[config.mk]
export PLATFORM = sky130hd
export DESIGN_NAME = h264_sps_frame_size_parser_unit
export DESIGN_NICKNAME = d
export VERILOG_FILES = /design/src/hw/rtl/sps_pkg.sv /design/src/hw/rtl/sps_datapath.sv /design/src/hw/rtl/sps_ctrl.sv /design/src/hw/rtl/h264_sps_frame_size_parser_unit.sv
export SDC_FILE = /design/constraint.sdc
export NUM_CORES = 1
export LEC_CHECK = 0
export ABC_AREA = 1
export ABC_CLOCK_PERIOD_IN_PS = 6400
export BUFFER_PORTS_ARGS = -buffer_cell sky130_fd_sc_hd__buf_2
export CORE_MARGIN = 1
export CORE_UTILIZATION = 60
export DETAILED_ROUTE_END_ITERATION = 10
export PLACE_DENSITY = 0.86
export SLEW_MARGIN = 20
export SYNTH_ARGS = -nofsm -noshare
export SYNTH_HDL_FRONTEND = slang
export SYNTH_SLANG_ARGS = --single-unit
export TNS_END_PERCENT = 20
[constraint.sdc]
create_clock -name clock -period 6.4 [get_ports clock]
set_clock_uncertainty 0.15 [all_clocks]
set_input_delay 1.28 -clock clock [delete_from_list [all_inputs] [get_ports clock]]
set_output_delay 1.28 -clock clock [all_outputs]
set_load 0.02 [all_outputs]
[src/hw/rtl/sps_pkg.sv]
// Package for the H.264 SPS frame-size parser.
// Holds payload structs, syntax step codes and controller/datapath command types.
// No dependencies.
`default_nettype none
package sps_pkg;

   typedef struct packed {
      logic [7:0] data_byte;
      logic       last_byte;
   } req_type;

   typedef struct packed {
      logic [15:0] frame_width;
      logic [15:0] frame_height;
      logic [1:0]  parse_status;
   } rsp_type;

   localparam logic [1:0] STATUS_OK       = 2'd0;
   localparam logic [1:0] STATUS_NOT_SPS  = 2'd1;
   localparam logic [1:0] STATUS_TRUNC    = 2'd2;
   localparam logic [1:0] STATUS_OVERFLOW = 2'd3;

   typedef enum logic [4:0] {
      ST_HDR, ST_PROFILE, ST_SKIP16, ST_SPSID, ST_CHROMA, ST_SEPCOL, ST_BDL, ST_BDC,
      ST_BYPASS, ST_SMPRESENT, ST_SLFLAG, ST_SLDELTA, ST_LOG2FN, ST_POCTYPE,
      ST_LOG2POC, ST_DPOAZ, ST_OFFNR, ST_OFFTB, ST_NCYCLE, ST_OFFREF, ST_NUMREF,
      ST_GAPS, ST_WMB, ST_HMU, ST_FMO, ST_MBAFF, ST_D8, ST_CROPF, ST_CROP, ST_HALT
   } step_type;

   typedef struct packed {
      logic       load;
      logic [7:0] data;
      logic       last;
      logic       shift;
      logic       restart;
      logic       finish;
   } cmd_type;

   typedef struct packed {
      logic       last;
   } stat_type;

endpackage
`default_nettype wire

[src/hw/rtl/sps_datapath.sv]
// Datapath of the SPS parser: bit shifter, Exp-Golomb decoder, syntax walker,
// and the size computation. Depends on sps_pkg.
`default_nettype none
module sps_datapath #(
   parameter int MAX_REF_CYCLE = 255,
   parameter int SIZE_BITS     = 16
) (
   input  wire logic             clock,
   input  wire logic             reset,
   input  wire sps_pkg::cmd_type cmd,
   output sps_pkg::stat_type     stat,
   output sps_pkg::rsp_type      result
);

   localparam int LIM_I = (SIZE_BITS >= 16) ? 65535 : ((1 << SIZE_BITS) - 1);
   localparam logic [17:0] LIM = 18'(LIM_I);

   logic [7:0]  byte_ff;
   logic        last_ff;
   sps_pkg::step_type step_ff, step_in;
   logic [1:0]  phase_ff, phase_in;
   logic [5:0]  zeros_ff, zeros_in;
   logic [31:0] acc_ff, acc_in;
   logic [5:0]  left_ff, left_in;
   logic [7:0]  prof_ff, prof_in;
   logic [1:0]  chroma_ff, chroma_in;
   logic        fonly_ff, fonly_in;
   logic [31:0] wmb_ff, wmb_in, hmu_ff, hmu_in;
   logic        cropp_ff, cropp_in;
   logic [31:0] crop_ff [4];
   logic [31:0] crop_in [4];
   logic [3:0]  sli_ff, sli_in;
   logic [6:0]  sci_ff, sci_in;
   logic [7:0]  lasts_ff, lasts_in;
   logic [9:0]  loop_ff, loop_in;
   logic        done_ff, done_in;
   logic [1:0]  err_ff, err_in;

   logic        bit_v;
   logic [31:0] sh;
   logic [31:0] v;
   logic        adv;
   logic [31:0] mag;
   logic [7:0]  ns;
   logic [3:0]  lcount;

   always_comb begin
      bit_v = byte_ff[7];
      step_in = step_ff; phase_in = phase_ff; zeros_in = zeros_ff; acc_in = acc_ff;
      left_in = left_ff; prof_in = prof_ff; chroma_in = chroma_ff; fonly_in = fonly_ff;
      wmb_in = wmb_ff; hmu_in = hmu_ff; cropp_in = cropp_ff;
      for (int i = 0; i < 4; i++) crop_in[i] = crop_ff[i];
      sli_in = sli_ff; sci_in = sci_ff; lasts_in = lasts_ff; loop_in = loop_ff;
      done_in = done_ff; err_in = err_ff;
      adv = 1'b0; v = '0;
      sh = {acc_ff[30:0], bit_v};
      mag = '0; ns = '0;
      lcount = (chroma_ff == 2'd3) ? 4'd12 : 4'd8;
      if (cmd.shift && step_ff != sps_pkg::ST_HALT) begin
         if (phase_ff == 2'd0) begin
            acc_in = sh; left_in = left_ff - 6'd1;
            if (left_ff == 6'd1) begin adv = 1'b1; v = sh; end
         end else if (phase_ff == 2'd1) begin
            if (!bit_v) begin
               if (zeros_ff >= 6'd31) begin
                  err_in = sps_pkg::STATUS_OVERFLOW; step_in = sps_pkg::ST_HALT;
               end else zeros_in = zeros_ff + 6'd1;
            end else if (zeros_ff == 6'd0) begin
               adv = 1'b1; v = '0;
            end else begin
               phase_in = 2'd2; left_in = zeros_ff; acc_in = '0;
            end
         end else begin
            acc_in = sh; left_in = left_ff - 6'd1;
            if (left_ff == 6'd1) begin
               adv = 1'b1;
               v = ((32'd1 << zeros_ff) - 32'd1) + sh;
            end
         end
      end
      if (adv) begin
         // Default: next field is a ue(v) of the following step.
         phase_in = 2'd1; zeros_in = '0; acc_in = '0;
         unique case (step_ff)
            sps_pkg::ST_HDR: begin
               if (v[4:0] != 5'd7) begin
                  err_in = sps_pkg::STATUS_NOT_SPS; step_in = sps_pkg::ST_HALT;
               end else begin
                  step_in = sps_pkg::ST_PROFILE; phase_in = 2'd0; left_in = 6'd8;
               end
            end
            sps_pkg::ST_PROFILE: begin
               prof_in = v[7:0];
               step_in = sps_pkg::ST_SKIP16; phase_in = 2'd0; left_in = 6'd16;
            end
            sps_pkg::ST_SKIP16: step_in = sps_pkg::ST_SPSID;
            sps_pkg::ST_SPSID:
               if (prof_ff == 8'd100 || prof_ff == 8'd110 || prof_ff == 8'd122 ||
                   prof_ff == 8'd144) step_in = sps_pkg::ST_CHROMA;
               else step_in = sps_pkg::ST_LOG2FN;
            sps_pkg::ST_CHROMA: begin
               if (v > 32'd3) begin
                  err_in = sps_pkg::STATUS_OVERFLOW; step_in = sps_pkg::ST_HALT;
               end else begin
                  chroma_in = v[1:0];
                  if (v == 32'd3) begin
                     step_in = sps_pkg::ST_SEPCOL; phase_in = 2'd0; left_in = 6'd1;
                  end else step_in = sps_pkg::ST_BDL;
               end
            end
            sps_pkg::ST_SEPCOL: step_in = sps_pkg::ST_BDL;
            sps_pkg::ST_BDL: step_in = sps_pkg::ST_BDC;
            sps_pkg::ST_BDC: begin
               step_in = sps_pkg::ST_BYPASS; phase_in = 2'd0; left_in = 6'd1;
            end
            sps_pkg::ST_BYPASS: begin
               step_in = sps_pkg::ST_SMPRESENT; phase_in = 2'd0; left_in = 6'd1;
            end
            sps_pkg::ST_SMPRESENT: begin
               sli_in = '0;
               if (v != 0) begin
                  step_in = sps_pkg::ST_SLFLAG; phase_in = 2'd0; left_in = 6'd1;
               end else step_in = sps_pkg::ST_LOG2FN;
            end
            sps_pkg::ST_SLFLAG: begin
               if (v != 0) begin
                  sci_in = '0; lasts_in = 8'd8; step_in = sps_pkg::ST_SLDELTA;
               end else begin
                  sli_in = sli_ff + 4'd1;
                  if (sli_in < lcount) begin
                     step_in = sps_pkg::ST_SLFLAG; phase_in = 2'd0; left_in = 6'd1;
                  end else step_in = sps_pkg::ST_LOG2FN;
               end
            end
            sps_pkg::ST_SLDELTA: begin
               mag = v[0] ? ({1'b0, v[31:1]} + 32'd1) : {1'b0, v[31:1]};
               ns = v[0] ? (lasts_ff + mag[7:0]) : (lasts_ff - mag[7:0]);
               sci_in = sci_ff + 7'd1;
               if (ns != 8'd0) lasts_in = ns;
               if (ns != 8'd0 && sci_in < ((sli_ff < 4'd6) ? 7'd16 : 7'd64)) begin
                  step_in = sps_pkg::ST_SLDELTA;
               end else begin
                  sli_in = sli_ff + 4'd1;
                  if (sli_in < lcount) begin
                     step_in = sps_pkg::ST_SLFLAG; phase_in = 2'd0; left_in = 6'd1;
                  end else step_in = sps_pkg::ST_LOG2FN;
               end
            end
            sps_pkg::ST_LOG2FN: step_in = sps_pkg::ST_POCTYPE;
            sps_pkg::ST_POCTYPE:
               if (v == 0) step_in = sps_pkg::ST_LOG2POC;
               else if (v == 1) begin
                  step_in = sps_pkg::ST_DPOAZ; phase_in = 2'd0; left_in = 6'd1;
               end else step_in = sps_pkg::ST_NUMREF;
            sps_pkg::ST_LOG2POC: step_in = sps_pkg::ST_NUMREF;
            sps_pkg::ST_DPOAZ: step_in = sps_pkg::ST_OFFNR;
            sps_pkg::ST_OFFNR: step_in = sps_pkg::ST_OFFTB;
            sps_pkg::ST_OFFTB: step_in = sps_pkg::ST_NCYCLE;
            sps_pkg::ST_NCYCLE: begin
               if (v > 32'(MAX_REF_CYCLE)) begin
                  err_in = sps_pkg::STATUS_OVERFLOW; step_in = sps_pkg::ST_HALT;
               end else begin
                  loop_in = v[9:0];
                  step_in = (v == 0) ? sps_pkg::ST_NUMREF : sps_pkg::ST_OFFREF;
               end
            end
            sps_pkg::ST_OFFREF: begin
               loop_in = loop_ff - 10'd1;
               step_in = (loop_in == 0) ? sps_pkg::ST_NUMREF : sps_pkg::ST_OFFREF;
            end
            sps_pkg::ST_NUMREF: begin
               step_in = sps_pkg::ST_GAPS; phase_in = 2'd0; left_in = 6'd1;
            end
            sps_pkg::ST_GAPS: step_in = sps_pkg::ST_WMB;
            sps_pkg::ST_WMB: begin wmb_in = v; step_in = sps_pkg::ST_HMU; end
            sps_pkg::ST_HMU: begin
               hmu_in = v; step_in = sps_pkg::ST_FMO; phase_in = 2'd0; left_in = 6'd1;
            end
            sps_pkg::ST_FMO: begin
               fonly_in = v[0]; phase_in = 2'd0; left_in = 6'd1;
               step_in = v[0] ? sps_pkg::ST_D8 : sps_pkg::ST_MBAFF;
            end
            sps_pkg::ST_MBAFF: begin
               step_in = sps_pkg::ST_D8; phase_in = 2'd0; left_in = 6'd1;
            end
            sps_pkg::ST_D8: begin
               step_in = sps_pkg::ST_CROPF; phase_in = 2'd0; left_in = 6'd1;
            end
            sps_pkg::ST_CROPF: begin
               cropp_in = v[0]; loop_in = '0;
               if (v[0]) step_in = sps_pkg::ST_CROP;
               else begin done_in = 1'b1; step_in = sps_pkg::ST_HALT; end
            end
            sps_pkg::ST_CROP: begin
               crop_in[loop_ff[1:0]] = v;
               loop_in = loop_ff + 10'd1;
               if (loop_in >= 10'd4) begin done_in = 1'b1; step_in = sps_pkg::ST_HALT; end
               else step_in = sps_pkg::ST_CROP;
            end
            default: begin done_in = 1'b1; step_in = sps_pkg::ST_HALT; end
         endcase
      end
   end

   // Result stage: pipelined size arithmetic over the finish sequence.
   logic [39:0] cx_ff, cy_ff;
   logic [39:0] rw_ff, rh_ff;
   logic [1:0]  ux, uyf;
   logic [1:0]  fy;
   logic [39:0] cx_in, cy_in, rw_in, rh_in;
   logic [39:0] wdiff, hdiff;
   logic [1:0]  st;
   logic [15:0] w, h;

   always_comb begin
      fy  = fonly_ff ? 2'd1 : 2'd2;
      ux  = (chroma_ff == 2'd1 || chroma_ff == 2'd2) ? 2'd2 : 2'd1;
      uyf = (chroma_ff == 2'd1) ? 2'd2 : 2'd1;
      cx_in = cropp_ff ? ((40'(crop_ff[0]) + 40'(crop_ff[1])) << (ux - 2'd1)) : '0;
      cy_in = cropp_ff ? ((40'(crop_ff[2]) + 40'(crop_ff[3])) << (uyf + fy - 2'd2)) : '0;
      rw_in = (40'(wmb_ff) + 40'd1) << 4;
      rh_in = ((40'(hmu_ff) + 40'd1) << (fy - 2'd1)) << 4;
      wdiff = rw_ff - cx_ff;
      hdiff = rh_ff - cy_ff;
      st = sps_pkg::STATUS_OK; w = '0; h = '0;
      if (err_ff != 2'd0) st = err_ff;
      else if (!done_ff) st = sps_pkg::STATUS_TRUNC;
      else begin
         if (cx_ff > rw_ff) st = sps_pkg::STATUS_OVERFLOW;
         else if (wdiff > 40'(LIM)) begin
            st = sps_pkg::STATUS_OVERFLOW; w = LIM[15:0];
         end else w = wdiff[15:0];
         if (cy_ff > rh_ff) st = sps_pkg::STATUS_OVERFLOW;
         else if (hdiff > 40'(LIM)) begin
            st = sps_pkg::STATUS_OVERFLOW; h = LIM[15:0];
         end else h = hdiff[15:0];
      end
   end

   always_ff @(posedge clock) begin
      if (cmd.load) begin byte_ff <= cmd.data; end
      else if (cmd.shift) byte_ff <= {byte_ff[6:0], 1'b0};
      cx_ff <= cx_in; cy_ff <= cy_in; rw_ff <= rw_in; rh_ff <= rh_in;
      if (cmd.finish) result <= '{frame_width: w, frame_height: h, parse_status: st};
      if (reset || cmd.restart) begin
         last_ff <= 1'b0;
         step_ff <= sps_pkg::ST_HDR; phase_ff <= 2'd0; zeros_ff <= '0; acc_ff <= '0;
         left_ff <= 6'd8; prof_ff <= '0; chroma_ff <= 2'd1; fonly_ff <= 1'b1;
         wmb_ff <= '0; hmu_ff <= '0; cropp_ff <= 1'b0;
         for (int i = 0; i < 4; i++) crop_ff[i] <= '0;
         sli_ff <= '0; sci_ff <= '0; lasts_ff <= 8'd8; loop_ff <= '0;
         done_ff <= 1'b0; err_ff <= '0;
      end else begin
         if (cmd.load) last_ff <= cmd.last;
         step_ff <= step_in; phase_ff <= phase_in; zeros_ff <= zeros_in; acc_ff <= acc_in;
         left_ff <= left_in; prof_ff <= prof_in; chroma_ff <= chroma_in;
         fonly_ff <= fonly_in; wmb_ff <= wmb_in; hmu_ff <= hmu_in; cropp_ff <= cropp_in;
         for (int i = 0; i < 4; i++) crop_ff[i] <= crop_in[i];
         sli_ff <= sli_in; sci_ff <= sci_in; lasts_ff <= lasts_in; loop_ff <= loop_in;
         done_ff <= done_in; err_ff <= err_in;
      end
   end

   assign stat.last = last_ff;

endmodule
`default_nettype wire

[src/hw/rtl/sps_ctrl.sv]
// Controller of the SPS parser: sequences eight bit shifts per byte,
// the size pipeline, and the result handshake. Depends on sps_pkg.
`default_nettype none
module sps_ctrl (
   input  wire logic              clock,
   input  wire logic              reset,
   input  wire logic              req_valid,
   output logic                   req_ready,
   input  wire sps_pkg::req_type  req_data,
   output logic                   rsp_valid,
   input  wire logic              rsp_ready,
   output sps_pkg::cmd_type       cmd,
   input  wire sps_pkg::stat_type stat
);

   typedef enum logic [2:0] {IDLE, SHIFT, CALC1, CALC2, CALC3, OUTPUT} state_type;

   state_type  state_ff;
   logic [2:0] cnt_ff;
   logic       acc;

   assign acc = req_valid && req_ready;

   always_comb begin
      req_ready = (state_ff == IDLE);
      cmd.load    = acc;
      cmd.data    = req_data.data_byte;
      cmd.last    = req_data.last_byte;
      cmd.shift   = (state_ff == SHIFT);
      cmd.finish  = (state_ff == CALC3);
      cmd.restart = (state_ff == OUTPUT) && rsp_ready;
   end

   always_ff @(posedge clock) begin
      if (reset) begin
         state_ff <= IDLE; cnt_ff <= '0; rsp_valid <= 1'b0;
      end else begin
         unique case (state_ff)
            IDLE: if (acc) begin
               state_ff <= SHIFT; cnt_ff <= '0;
            end
            SHIFT: begin
               cnt_ff <= cnt_ff + 3'd1;
               if (cnt_ff == 3'd7) state_ff <= stat.last ? CALC1 : IDLE;
            end
            CALC1: state_ff <= CALC2;
            CALC2: state_ff <= CALC3;
            CALC3: begin state_ff <= OUTPUT; rsp_valid <= 1'b1; end
            OUTPUT: if (rsp_ready) begin state_ff <= IDLE; rsp_valid <= 1'b0; end
            default: state_ff <= IDLE;
         endcase
      end
   end

endmodule
`default_nettype wire

[src/hw/rtl/h264_sps_frame_size_parser_unit.sv]
// Top level of the H.264 SPS frame-size parser.
// Depends on sps_pkg, sps_ctrl and sps_datapath.
//
//   channel | direction | payload
//   req     | in        | data_byte, last_byte
//   rsp     | out       | frame_width, frame_height, parse_status
//
// Each byte is accepted in IDLE and walked one bit per cycle in SHIFT, no new byte
// taken meanwhile; a last byte passes CALC1, CALC2, CALC3 (size math) to OUTPUT.
// Reset is synchronous; a held result stalls input until it is taken.
`default_nettype none
module h264_sps_frame_size_parser_unit #(
   parameter int MAX_REF_CYCLE = 255,
   parameter int SIZE_BITS     = 16
) (
   input  wire logic             clock,
   input  wire logic             reset,
   input  wire logic             req_valid,
   output logic                  req_ready,
   input  wire sps_pkg::req_type req_data,
   output logic                  rsp_valid,
   input  wire logic             rsp_ready,
   output sps_pkg::rsp_type      rsp_data
);

   sps_pkg::cmd_type  cmd;
   sps_pkg::stat_type stat;

   sps_ctrl u_ctrl (
      .clock(clock), .reset(reset), .req_valid(req_valid), .req_ready(req_ready),
      .req_data(req_data), .rsp_valid(rsp_valid), .rsp_ready(rsp_ready),
      .cmd(cmd), .stat(stat)
   );

   sps_datapath #(.MAX_REF_CYCLE(MAX_REF_CYCLE), .SIZE_BITS(SIZE_BITS)) u_dp (
      .clock(clock), .reset(reset), .cmd(cmd), .stat(stat), .result(rsp_data)
   );

   a_no_accept_while_rsp: assert property (@(posedge clock) disable iff (reset)
      rsp_valid |-> !req_ready) else $error("input accepted while result pending");
   a_rsp_clears: assert property (@(posedge clock) disable iff (reset)
      rsp_valid && rsp_ready |=> !rsp_valid) else $error("result repeated");

endmodule
`default_nettype wire
## After elaboration in Yosys (flattened, before gate mapping)

Memory sizes are Yosys's and may differ from the RTL's.
Index checks and enable logic that the tools add are counted.

| storage, ports and cells | value |
|---|---|
| bits in registers | 360 |
| memory bits (writable) | 128 |
| output and inout port bits | 36 |
| memories kept | 1 |

| cells by class | value |
|---|---|
| add/sub/neg operators | 22 |
| $lt $le $gt $ge | 13 |
| equal/unequal tests | 62 |
| shift operators | 4 |
| muxes and demuxes | 131 |
| bitwise gates (word level) | 11 |
| reductions and logical operators | 53 |

Memory list:

| memory | words | width | read ports | clocked after memory_dff | write ports | RTL line | source |
|---|---|---|---|---|---|---|---|
| u_dp.crop_ff | 4 | 32 | 4 | 0 | 4 | sps_datapath.sv:30 | `logic [31:0] crop_ff [4];` |

Operator list:

| cell | count |
|---|---|
| 32-bit 2-to-1 mux | 10 |
| 128-bit 2-to-1 mux | 2 |
| 5-bit one-hot mux with 29 select lines | 1 |
| 128-bit bitwise mux | 1 |
| 31-bit 2-to-1 mux | 4 |
| 6-bit 2-to-1 mux | 15 |
| 40-bit by 16-bit greater-than comparator with 1-bit output (second input constant) | 2 |
| 40-bit greater-than comparator | 2 |
| 40-bit by 2-bit << shifter with 40-bit output | 2 |
| 40-bit subtractor | 2 |
| 32-bit by 1-bit adder with 33-bit output (second input constant) | 2 |
| 32-bit by 32-bit adder with 33-bit output | 2 |
| 5-bit == test (second input constant) | 13 |
| 32-bit demux with 2-bit select | 1 |
| 2-bit 2-to-1 mux | 31 |
| 5-bit 2-to-1 mux | 12 |
| 8-bit 2-to-1 mux | 6 |
| 6-bit one-hot mux with 8 select lines | 1 |
| 5-bit by 4-bit == test with 1-bit output (second input constant) | 8 |
| 10-bit one-hot mux with 4 select lines | 1 |
| 40-bit by 2-bit << shifter with 36-bit output | 1 |
| 32-bit adder | 1 |
| 32-bit by 1-bit == test with 1-bit output (second input constant) | 1 |
| 32-bit by 2-bit == test with 1-bit output (second input constant) | 1 |
| 81 further kinds | 174 |

## Logic depth before layout (Yosys ltp)

| logic depth | value |
|---|---|
| word-level depth | 16 |
| mapped depth | 45 |
| gate-level depth less buffers | 44 |

## Modules after synthesis

A second synthesis with hierarchy kept.

| unflattened totals | value |
|---|---|
| cells, all modules | 4,681 |
| area, all modules | 31,900.6 um2 |

Modules (own cells, without submodules):

| module | instances | cells each | area an instance (um2) |
|---|---|---|---|
| sps_datapath | 1 | 4,616 | 31,441.4 |
| sps_ctrl | 1 | 65 | 459.2 |

## Worst setup path before layout

Ideal clock, no wire load.

| path | value |
|---|---|
| path kind | register to register |
| from | reg u_dp.zeros_ff[4] |
| to | reg u_dp.lasts_ff[4] |
| setup time | 0.116 ns |
| arrival | 5.447 ns |
| required time | 6.134 ns |
| path slack | 0.687 ns |
| cell stages (with the launch flop) | 38 |
| path buffers | 3 |
| clock period less this slack | 5.713 ns |
| cells stage by stage | dfxtp_1 nor2_1 clkbuf_1 nand2_1 ha_1 inv_1 ha_1 fa_1 nand2_1 o21ai_1 nand3_1 clkbuf_1 inv_1 ha_1 nand4_4 nor2_1 nand2_1 nor2_2 [2 not listed] inv_1 o31ai_1 xor2_1 ha_1 inv_1 o311ai_0 xor2_1 inv_1 nand2_1 nand2_1 inv_1 nand2_1 nand2_1 nand3_1 nand2_2 inv_2 buf_6 o211a_1 |

| on the way | value |
|---|---|
| cells in the longest elaborated chain, start to end | 14 |
| elaborated cells on any way between the ends | 25 |

Ends and longest elaborated chain:

| item | RTL line | source |
|---|---|---|
| from (decl) | sps_datapath.sv:22 | `logic [5:0] zeros_ff, zeros_in;` |
| from (signal assigned) | sps_datapath.sv:255 | `step_ff <= step_in; phase_ff <= phase_in; zeros_ff <= zeros_in; acc_ff <= acc_in;` |
| 1-bit by 6-bit << shifter with 32-bit output (*) | sps_datapath.sv:77 | `v = ((32'd1 << zeros_ff) - 32'd1) + sh;` |
| 32-bit by 1-bit subtractor with 32-bit output (*) | sps_datapath.sv:77 |  |
| 32-bit adder (*) | sps_datapath.sv:77 |  |
| 32-bit 2-to-1 mux (*) | sps_datapath.sv:75 | `if (left_ff == 6'd1) begin` |
| 32-bit 2-to-1 mux (*) | sps_datapath.sv:63 | `end else if (phase_ff == 2'd1) begin` |
| 32-bit 2-to-1 mux (*) | sps_datapath.sv:60 | `if (phase_ff == 2'd0) begin` |
| 32-bit 2-to-1 mux (*) | sps_datapath.sv:59 | `if (cmd.shift && step_ff != sps_pkg::ST_HALT) begin` |
| via u_dp.v[2] | sps_datapath.sv:41 | `logic [31:0] v;` |
| 8-bit by 1-bit adder with 8-bit output | sps_datapath.sv:136 | `mag = v[0] ? ({1'b0, v[31:1]} + 32'd1) : {1'b0, v[31:1]};` |
| 8-bit 2-to-1 mux | sps_datapath.sv:136 |  |
| 8-bit subtractor / 8-bit adder (equally long branches) | sps_datapath.sv:137 | `ns = v[0] ? (lasts_ff + mag[7:0]) : (lasts_ff - mag[7:0]);` |
| 8-bit 2-to-1 mux | sps_datapath.sv:137 |  |
| 8-bit nonzero test | sps_datapath.sv:139 | `if (ns != 8'd0) lasts_in = ns;` |
| 2-bit by 1-bit inequality test with 1-bit output (no source line) | n/a |  |
| 4-bit AND reduction (no source line) | n/a |  |
| to (signal assigned) | sps_datapath.sv:259 | `sli_ff <= sli_in; sci_ff <= sci_in; lasts_ff <= lasts_in; loop_ff <= loop_in;` |
| to (decl) | sps_datapath.sv:34 | `logic [7:0] lasts_ff, lasts_in;` |

Mark *: on every way through the listed nets, which the timed path passes. The rest lies on a longest branch. The select of a mux whose other input is x is not followed.
A chain may end at the register's enable or synchronous reset.

## Final worst setup path

| path | value |
|---|---|
| from | reg u_dp.zeros_ff[1] |
| to | reg u_dp.step_ff[1] |

| on the way | value |
|---|---|
| cells in the longest elaborated chain, start to end | 16 |
| elaborated cells on any way between the ends | 45 |

Ends and longest elaborated chain:

| item | RTL line | source |
|---|---|---|
| 1-bit by 6-bit << shifter with 32-bit output (*) | sps_datapath.sv:77 |  |
| 32-bit by 1-bit subtractor with 32-bit output (*) | sps_datapath.sv:77 |  |
| 32-bit adder (*) | sps_datapath.sv:77 |  |
| 32-bit 2-to-1 mux (*) | sps_datapath.sv:75 |  |
| 32-bit 2-to-1 mux (*) | sps_datapath.sv:63 |  |
| 32-bit 2-to-1 mux (*) | sps_datapath.sv:60 |  |
| 32-bit 2-to-1 mux (*) | sps_datapath.sv:59 |  |
| via u_dp.v[2] | sps_datapath.sv:41 |  |
| 8-bit by 1-bit adder with 8-bit output | sps_datapath.sv:136 |  |
| 8-bit 2-to-1 mux | sps_datapath.sv:136 |  |
| 8-bit subtractor / 8-bit adder (equally long branches) | sps_datapath.sv:137 |  |
| 8-bit 2-to-1 mux | sps_datapath.sv:137 |  |
| 8-bit nonzero test | sps_datapath.sv:140 | `if (ns != 8'd0 && sci_in < ((sli_ff < 4'd6) ? 7'd16 : 7'd64)) begin` |
| 1-bit logical AND | sps_datapath.sv:140 |  |
| 3-bit 2-to-1 mux | sps_datapath.sv:140 |  |
| 5-bit one-hot mux with 29 select lines (*) | sps_datapath.sv:84 | `unique case (step_ff)` |
| 5-bit 2-to-1 mux (*) | sps_datapath.sv:81 | `if (adv) begin` |
| to (signal assigned) | sps_datapath.sv:255 |  |
| to (decl) | sps_datapath.sv:20 | `sps_pkg::step_type step_ff, step_in;` |

Mark *: on every way through the listed nets, which the timed path passes. The rest lies on a longest branch.

==> results.md <==
- Run status: completed
- PD cells: 184.1 nW/um2
- Final Hold Vio Count: 0
- Final Setup Violations: 0
- Total wire length: 94,100 um
- Static leakage: 17.70 nW
- Detailed Routing Iterations Pass 1: 6
- Post-route ant nets: 0
- Hold-fix buffers, CTS: 0
- Area contributors post-synth: dfxtp_1, nand2_1, inv_1
- Worst Setup End Kind: flop
- Core area: 53,080 um2
- Post-synth EDFFs: 42
- Async set or reset register ratio after synthesis: 0%
- Grt total ovfl: 0
- Die area: 55,090 um2
- Syn_area_per_cell: 6.751 um2
- Sequential-to-total area share from yosys stat: 30.43%
- First-pass GRT wire length: 149,500 um
- Worst-path fanout max: 5
- Clk network pwr share: 48.2%
- CTS Buf Count: 50
- Pins Over Slew Limit: 0
- Largest net degree at the start of global routing: 84
- TritonCTS clock tree: built
- Filler Cells Inserted: 4,608
- Io pins: 49
- Combinational share of power: 5.1%
- Worst path slowest cell: fa_1
- Syn nets: 5,054
- Most frequent cells in the layout: nand2_1, inv_1, dfxtp_1
- #FFs+latches synth: 473
- Crit path launch type: flop
- Layout cells sized above 1: 6.442%
- Max IR drop VDD: 0.0001960 V
- P&R area growth vs syn: 8.001%
- Final Critical Period: 5.855 ns
- Met3 usage: 5.134%
- Met2 usage: 54.39%
- Unique masters post-synth: 72
- Number of DRC markers in iteration 0: 3,234
- WS Path Type: flop to flop
- Max cap viols: 0
- Starting Density: 61.22%
- Initial antenna violation count: 1
- Least-Margin Pin Slew: 1.253 ns
- Final GP Congestion: 1.027
- Die Y: 234.7 um
- Final period util: 91.49%
- Max incr delay on CP: 0.51 ns
- Vias post-DR: 31,840
- Max clock buf depth: 3
- Row count: 84
- Sw frac: 23.77%
- Internal power: 4.925 mW
- Die outline width: 234.7 um
- WL per Instance: 17.01 um
- GR peak layer: met2
- Sequential fraction of design power: 46.7%
- Worst-Skew Late Latency: 0.61 ns
- WP data arrival: 6.16 ns
- Ys flop type: dfxtp_1
- Yosys top cell area share: 26.55%
- Rel. slew slack: 15.73%
- DP HPWL: 71,500 um
- Hold Crit Class: flop to flop
- GRT Util Overall: 33.25%
- Peak Freq: 170.8 MHz
- Clock slew at reported path FFs: 0.06 ns
- H-tree depth: 2
- Mapped Cells: 4,813
- Final hold slack: 0.3098 ns
- Met1 GRT Util: 43.41%
- Vias in the first global route: 29,210
- Mapped Area: 32,490 um2
- Drt drc: 0
- Drt via density: 5.757
- Port-buffer cells: 48
- Diodes inserted: 0
- CP required: 6.71 ns
- Util after Layout: 66.12%
- CP dominant cell by count: nand2_1
- Most common cell after layout, fill and taps aside: nand2_1
- Net Switching: 1.535 mW
- Yosys warning count: 0
- Cell accounting for the most synthesized area: dfxtp_1
- Total Power Consumption: 6.461 mW
- Fin nets: 5,043
- TritonCTS Sinks: 473
- Clk root buf: clkbuf_16
power groups by stage:
stage	registers, mW	logic (mW)	clock network (mW)
after floorplan	3.08	0.240	0
after global placement	3.08	0.317	0
after detailed placement	3.08	0.320	0
after CTS	3.02	0.322	3.13
after global routing	3.02	0.365	3.26
final	3.02	0.332	3.11
registers in the layout (all words and copies together) (netlist names), 3 cells and up:
signal / cells
u_dp.wmb_ff: 32
u_dp.rw_ff: 33
u_dp.left_ff: 6
u_ctrl.state_ff: 3
u_dp.crop_ff: 128
u_dp.sli_ff: 4
u_dp.zeros_ff: 6
u_dp.result: 34
u_dp.lasts_ff: 8
u_dp.step_ff: 5
u_dp.byte_ff: 8
u_dp.sci_ff: 7
u_dp.cy_ff: 36
u_dp.cx_ff: 34
u_dp.acc_ff: 31
u_dp.rh_ff: 34
u_dp.loop_ff: 10
u_dp.prof_ff: 8
u_ctrl.cnt_ff: 3
u_dp.hmu_ff: 32
per-stage QoR:
| step | worst slack [ns] | cell area (um2) | TNS, ns | cells |
|---|---|---|---|---|
| 3_3_place_gp | 0.3608 | 33270 | 0 | 5437 |
| 3_5_place_dp | 0.1862 | 33270 | 0 | 5437 |
| 4_1_cts | 0.2107 | 35060 | 0 | 5530 |
| 5_1_grt | -0.02347 | 35090 | -0.03512 | 5531 |
| 2_1_floorplan | 0.6871 | 32490 | 0 | 4813 |
| 6_report | 0.5449 | 35090 | 0 | 5531 |
synth_stat cells, types with 17 or more instances:
master	number
a21o_1	17
a21oi_1	396
a31oi_1	30
clkbuf_1	112
dfxtp_1	431
edfxtp_1	42
ha_1	224
inv_1	776
inv_2	23
nand2_1	1024
nand3_1	302
nand3b_1	17
nand4_1	58
nor2_1	358
nor2_2	21
nor3_1	58
o211ai_1	96
o21ai_0	314
o21ai_1	20
o22ai_1	47
xnor2_1	64
xor2_1	130
final cells by class:
type                       instances  area (um2)  area share [%]
timing repair buffer              84       523.0           1.490
clock inverter                    18       216.5          0.6168
multi-input combinational       3384       18990           54.11
clock buffer                      75        1573           4.481
inverter                         809        3042           8.667
sequential                       473        9891           28.18
tap                              688       860.8           2.453
kinds of logic after synthesis:
| family | Yosys count | synth area share (%) |
|---|---|---|
| flip-flops | 473 | 30.43 |
| buffers and inverters | 956 | 11.29 |
| XOR/XNOR | 194 | 5.229 |
| AO/OA/AOI/OAI | 1030 | 18.08 |
| AND/OR/NAND/NOR | 1931 | 26.07 |
| adder cells (fa/ha/maj) | 228 | 8.871 |
| multiplexers | 1 | 0.03080 |
path summary, 6_finish.rpt:
path | from | endpoint | slack, ns | cells after the start
hold / removal | u_ctrl.cnt_ff[0] | u_ctrl.cnt_ff[0] | 0.31 | 1
setup reg to reg | u_dp.zeros_ff[1] | u_dp.step_ff[1] | 0.54 | 42
hold reg to reg | u_ctrl.cnt_ff[0] | u_ctrl.cnt_ff[0] | 0.31 | 1
setup / recovery | u_dp.zeros_ff[1] | u_dp.step_ff[1] | 0.54 | 42
worst max-delay path: cells and delay by family, from the launching register on:
| family | cells | cell delay, ns |
|---|---|---|
| compound gates | 4 | 0.73 |
| xor+xnor | 2 | 0.33 |
| fa+ha+maj | 6 | 1.67 |
| buf+inv | 9 | 0.63 |
| flops | 1 | 0.34 |
| simple gates | 21 | 1.86 |
routing by layer:
layer  wire length, um  vias up
met5                12        -
met4              4059        2
met3              7835      235
met2             42270     1350
met1             39920    14500
li1                  -    15760
timing repair:
action	CTS	global route
setup endpoints to repair	0	22
setup buffers	0	1
gates resized for setup	0	10
(Power assumes the default switching activity.)
